File: config.mk
export PLATFORM = sky130hd
export DESIGN_NAME = ebd_cell
export DESIGN_NICKNAME = d
export VERILOG_FILES = /design/src/ebd_pkg.sv /design/src/ebd_cell.sv
export SDC_FILE = /design/constraint.sdc
export NUM_CORES = 1
export LEC_CHECK = 0
export CAP_MARGIN = 20
export CORE_UTILIZATION = 40
export DETAILED_ROUTE_END_ITERATION = 8
export DONT_BUFFER_PORTS = 1
export GPL_ROUTABILITY_DRIVEN = 0
export SYNTH_ARGS = -nofsm -noshare
export SYNTH_HDL_FRONTEND = slang
export SYNTH_SLANG_ARGS = --single-unit
File: constraint.sdc
create_clock -name clk -period 10.38 [get_ports clk]
set_clock_uncertainty 0.2 [all_clocks]
set_input_delay 0.519 -clock clk [delete_from_list [all_inputs] [get_ports clk]]
set_output_delay 0.519 -clock clk [all_outputs]
set_load 0.01 [all_outputs]
File: src/ebd_pkg.sv
// Shared types, constants and helpers for the exact binary-to-decimal unit.
package ebd_pkg;

  localparam int unsigned LIMB_W = 30;
  localparam int unsigned CNT_W  = 11;

  // Input word: significand and signed power of two.
  typedef struct packed {
    logic [63:0]        mantissa;
    logic signed [11:0] exponent;
  } in_t;

  // Output word: up to two nine-digit groups, most significant first.
  typedef struct packed {
    logic [29:0] group_high;
    logic [29:0] group_low;
    logic [1:0]  groups_valid;
    logic [3:0]  lead_digits;
    logic [10:0] frac_digits;
    logic        last;
  } out_t;

  // Operation broadcast to every limb cell.
  typedef enum logic [2:0] {
    OP_HOLD,
    OP_CLEAR,
    OP_MUL1,
    OP_MUL2,
    OP_MUL5,
    OP_SHIFT1,
    OP_SHIFT2
  } cell_op_t;

  // Control bundle from the sequencer to the cells.
  typedef struct packed {
    cell_op_t op;
  } cell_ctrl_t;

  // Number of decimal digits of a limb, at least one.
  function automatic logic [3:0] digit_count(input logic [LIMB_W-1:0] x);
    logic [3:0] n;
    n = 4'd1;
    if (x >= 30'd10)        n = 4'd2;
    if (x >= 30'd100)       n = 4'd3;
    if (x >= 30'd1000)      n = 4'd4;
    if (x >= 30'd10000)     n = 4'd5;
    if (x >= 30'd100000)    n = 4'd6;
    if (x >= 30'd1000000)   n = 4'd7;
    if (x >= 30'd10000000)  n = 4'd8;
    if (x >= 30'd100000000) n = 4'd9;
    return n;
  endfunction

endpackage

File: src/ebd_cell.sv
// One base-10^9 limb cell with a carry register toward its upper neighbor.
module ebd_cell
  import ebd_pkg::*;
(
  input  logic              clk,
  input  cell_ctrl_t        ctrl,
  input  logic [2:0]        carry_in,
  input  logic              add_in,
  input  logic [LIMB_W-1:0] limb_nb1,
  input  logic [LIMB_W-1:0] limb_nb2,
  output logic [LIMB_W-1:0] limb_out,
  output logic [2:0]        carry_out
);

  logic [LIMB_W-1:0] limb_r;
  logic [2:0]        carry_r;
  logic [30:0]       sum;
  logic [33:0]       prod;
  logic [33:0]       sub;
  logic [33:0]       rem;
  logic [2:0]        quo;

  // Scale limb plus incoming carry by 1, 2 or 5 and split off the decimal carry.
  always_comb begin
    sum = {1'b0, limb_r} + {28'd0, carry_in};
    case (ctrl.op)
      OP_MUL2: prod = {2'd0, sum, 1'b0};
      OP_MUL5: prod = {1'b0, sum, 2'd0} + {3'd0, sum};
      default: prod = {3'd0, sum};
    endcase
    prod = prod + {33'd0, add_in};
    if (prod >= 34'd5000000000) begin
      quo = 3'd5; sub = 34'd5000000000;
    end else if (prod >= 34'd4000000000) begin
      quo = 3'd4; sub = 34'd4000000000;
    end else if (prod >= 34'd3000000000) begin
      quo = 3'd3; sub = 34'd3000000000;
    end else if (prod >= 34'd2000000000) begin
      quo = 3'd2; sub = 34'd2000000000;
    end else if (prod >= 34'd1000000000) begin
      quo = 3'd1; sub = 34'd1000000000;
    end else begin
      quo = 3'd0; sub = 34'd0;
    end
    rem = prod - sub;
  end

  // Limb and carry update.
  always_ff @(posedge clk) begin
    case (ctrl.op)
      OP_CLEAR: begin
        limb_r  <= '0;
        carry_r <= '0;
      end
      OP_MUL1, OP_MUL2, OP_MUL5: begin
        limb_r  <= rem[LIMB_W-1:0];
        carry_r <= quo;
      end
      OP_SHIFT1: begin
        limb_r  <= limb_nb1;
        carry_r <= '0;
      end
      OP_SHIFT2: begin
        limb_r  <= limb_nb2;
        carry_r <= '0;
      end
      default: begin
        limb_r  <= limb_r;
        carry_r <= carry_r;
      end
    endcase
  end

  assign limb_out  = limb_r;
  assign carry_out = carry_r;

endmodule

==> parameters.txt <==
Parameter                              Value

Synthesis
  Post-Syn Nets ... 1345
  Yosys Warn Count ... 0
  Post-synthesis instance area ... 8670 um2
  Post-Syn Area per Cell ... 7.11 um2
  Post-synthesis cell type count ... between 90 and 100
  Number of enable-type register cells in the synthesized netlist ... 33
  Area fraction of the dominant cell type after synthesis ... 0.114
  Top cell types by occurrence after synthesis ... sky130_fd_sc_hd__nand2_1 (102), sky130_fd_sc_hd__a21oi_1 (100), sky130_fd_sc_hd__nor2_1 (99), sky130_fd_sc_hd__o21ai_0 (76), sky130_fd_sc_hd__ha_1 (54)
  Register area share after synthesis ... 0.114
  Primary flip-flop cell chosen by synthesis mapping ... sky130_fd_sc_hd__edfxtp_1
  Post-synthesis cell count ... ~1200
  Share of flip-flops with an asynchronous set or reset after synthesis ... 0
  Most used standard cell by instance count after synthesis ... sky130_fd_sc_hd__nand2_1
  Biggest area consumer among synthesized cells ... sky130_fd_sc_hd__edfxtp_1
  Count of state elements after synthesis ... 33
  Leading post-synthesis cells by cell area ... sky130_fd_sc_hd__edfxtp_1 (11%), sky130_fd_sc_hd__ha_1 (7.8%), sky130_fd_sc_hd__a21oi_1 (5.8%)

Floorplanning
  Die area ... 22300 um2
  Boundary Pins ... 101
  Initial Util ... 0.410
  Cell Rows ... 53
  Die Span Y ... 149 um
  Area of the placeable core ... 21200 um2
  Horizontal extent of the die ... 149 um

Clocking
  CTS tree ... built
  Number of H-tree levels ... 2
  Clock-pin slew on the worst setup and hold paths ... approximately 60 ps
  Latest clock arrival within the worst-skew pair ... about 290 ps
  Clock root buffer master ... sky130_fd_sc_hd__clkbuf_16
  Hold-fix buffers, CTS ... 0
  Deepest clock path buffer count ... 2
  Total clock buffers created by CTS ... 5
  CTS sink count ... 33

Global routing
  Gr usage total ... 0.268
  Largest net degree at the start of global routing ... 48
  Initial antenna violation count ... 0
  Via count of the first global-routing pass ... around 8800
  Wire length of the first global-routing pass ... ~47000 um
  Leftover overflow at the end of global routing ... 0

Worst setup path
  Critical path peak fanout ... 6
  CP required ... 10210 ps
  Most used cell, CP ... sky130_fd_sc_hd__a21oi_1
  Critical Path End Type ... register
  Critical Path Start Type ... register
  Worst path slowest cell ... sky130_fd_sc_hd__or4_4
  Worst Path Class, Setup ... reg -> reg
  Max stage delay on crit path ... 560 ps
  Number of cells on the worst reg-to-reg path ... 40
  Arrival time worst endpoint ... 9820 ps

Route
  Number of DRC markers after the initial detailed-route iteration ... ~810
  Via count ... slightly below 10000
  DRC violation count after routing ... 0
  Antenna violation net count after detailed routing ... 0
  Final WL ... 30600 um
  Drt pass-1 iters ... 5
  Vias per cell ... 6.56
  Per-cell routed wire length ... 20.8 um

Final layout
  Share of layout cells above drive strength 1 ... 0.114
  Share of the core filled with cells ... 0.444
  Layout net count ... 1322
  Fill count ... 2172
  Relative area change from synthesis to final layout ... 8.27%
  Ant. Diodes ... 0
  Post-layout instance count excluding filler cells ... about 1500

Timing
  Worst-margin pin slew ... 779 ps
  Final critical-path required period ... approximately 10000 ps
  Final slew viol count ... 0
  Maximum operating frequency ... roughly 0.1 GHz
  Final setup violating endpoints ... 0
  Final period util ... 0.963
  Slew HR ... 0.477
  Final Hold Violating Endpoints ... 0
  Setup WS post-layout ... 385 ps

Min path
  Worst hold stages ... 1
  Hold Crit Class ... in -> reg

Placed design
  Estimated wirelength of the detail-placed design ... between 20000 and 25000 um
  Worst slack at placement ... between 200 and 250 ps
  Count of placed standard cells including taps ... 1461
  Count of port buffers added during placement ... 0

Pwr
  PD cells ... 313 nW/um2
  Leakage power summed over all cells ... 3.50 nW
  Worst supply voltage drop on vdd ... approximately 0.19 mV

Flow run
  Number of max-cap violations ... 0

Outcome
  Run status ... complete, no violations
## power by group
group	internal, mW	leakage [nW]	switching (mW)	total, mW
logic	0.950	3.07	1.49	2.44
clock network	0.0879	0.0696	0.0575	0.145
registers	0.218	0.359	0.135	0.353
total	1.26	3.50	1.69	2.94
## routing by layer
| layer | GRT usage | vias up | wire length [um] |
|---|---|---|---|
| met4 | 0.0883 | 0 | 855 |
| met2 | 0.426 | 403 | 13800 |
| li1 | - | 4643 | - |
| met5 | 0 | - | 0 |
| met3 | 0.0312 | 55 | 2130 |
| met1 | 0.373 | 4569 | 13800 |
## logic make-up (layout without fill, tap and decap cells)
family                   Yosys count  in the layout  share of synthesized area
AND/OR/NAND/NOR                  492            492                      0.307
multiplexers                      31             31                     0.0382
AO/OA/AOI/OAI                    411            411                      0.321
XOR/XNOR                          72             72                     0.0752
flip-flops                        33             33                      0.114
buffers and inverters            124            102                     0.0596
adder cells (fa/ha/maj)           57             57                     0.0848
## final timing paths
path	endpoint	slack, ps	start
hold / removal	limb_out[29]$_DFFE_PP_	280	limb_nb2[29]
setup reg to reg	limb_out[29]$_DFFE_PP_	380	limb_out[0]$_DFFE_PP_
hold reg to reg	limb_out[0]$_DFFE_PP_	1000	limb_out[0]$_DFFE_PP_
setup / recovery	limb_out[29]$_DFFE_PP_	380	limb_out[0]$_DFFE_PP_
## through the flow
stage	total power, mW	area, um2	hold WS, ps	setup TNS (ps)
finish	2.94	9390	285	0
global route	3.19	9390	302	-43.5
CTS	2.81	9150	283	0
detailed placement	2.64	9010	571	0
global placement	2.64	9010	564	0
floorplan	2.09	8670	552	0
## cell usage in the layout (no fill, tap or decap), types with 9 or more instances in the layout
cell	synthesis	routed
sky130_fd_sc_hd__nand2_1	102	101
sky130_fd_sc_hd__a21oi_1	100	96
sky130_fd_sc_hd__nor2_1	99	95
sky130_fd_sc_hd__o21ai_0	76	75
sky130_fd_sc_hd__xnor2_1	52	50
sky130_fd_sc_hd__ha_1	54	50
sky130_fd_sc_hd__nand3_1	47	47
sky130_fd_sc_hd__inv_1	44	44
sky130_fd_sc_hd__buf_4	3	44
sky130_fd_sc_hd__nand4_1	42	42
sky130_fd_sc_hd__nor3_1	42	41
sky130_fd_sc_hd__edfxtp_1	33	33
sky130_fd_sc_hd__o22ai_1	22	22
sky130_fd_sc_hd__mux2i_1	23	22
sky130_fd_sc_hd__and3_1	22	21
sky130_fd_sc_hd__and2_1	20	20
sky130_fd_sc_hd__a211oi_1	22	20
sky130_fd_sc_hd__a21o_1	17	17
sky130_fd_sc_hd__a31oi_1	19	17
sky130_fd_sc_hd__or3_1	17	17
sky130_fd_sc_hd__nand2b_1	17	17
sky130_fd_sc_hd__xor2_1	18	17
sky130_fd_sc_hd__o211ai_1	15	15
sky130_fd_sc_hd__o31ai_1	15	14
sky130_fd_sc_hd__a22oi_1	13	13
sky130_fd_sc_hd__o21a_1	11	11
sky130_fd_sc_hd__and4_1	10	10
sky130_fd_sc_hd__nor4_1	12	10
sky130_fd_sc_hd__nand3b_1	9	9
sky130_fd_sc_hd__nor2b_1	9	9
## sequential cells by signal, indices dropped and copies added, names as in the netlist
signal,flops
limb_out,30
carry_out,3
## worst max-delay path, delay by kind of cell, from the launching register on
family | cells | cell delay [ps]
compound gates | 20 | 3890
xor+xnor | 2 | 420
fa+ha+maj | 5 | 1730
buf+inv | 3 | 300
flops | 1 | 460
mux | 1 | 380
simple gates | 9 | 2300
## what timing repair did
action	in CTS	in global routing
resized for setup	0	39
endpoints found under the setup margin	0	6
buffers inserted	0	4
## final cells by class
type | count | area [um2] | area share
clock inverter | 3 | 17.5 | 0.00187
inverter | 48 | 180 | 0.0192
sequential | 33 | 991 | 0.106
timing repair buffer | 46 | 348 | 0.0370
multi-input combinational | 1063 | 7380 | 0.786
clock buffer | 5 | 125 | 0.0133
tap | 275 | 344 | 0.0366
Note: power is estimated with default switching activity, not from simulation.
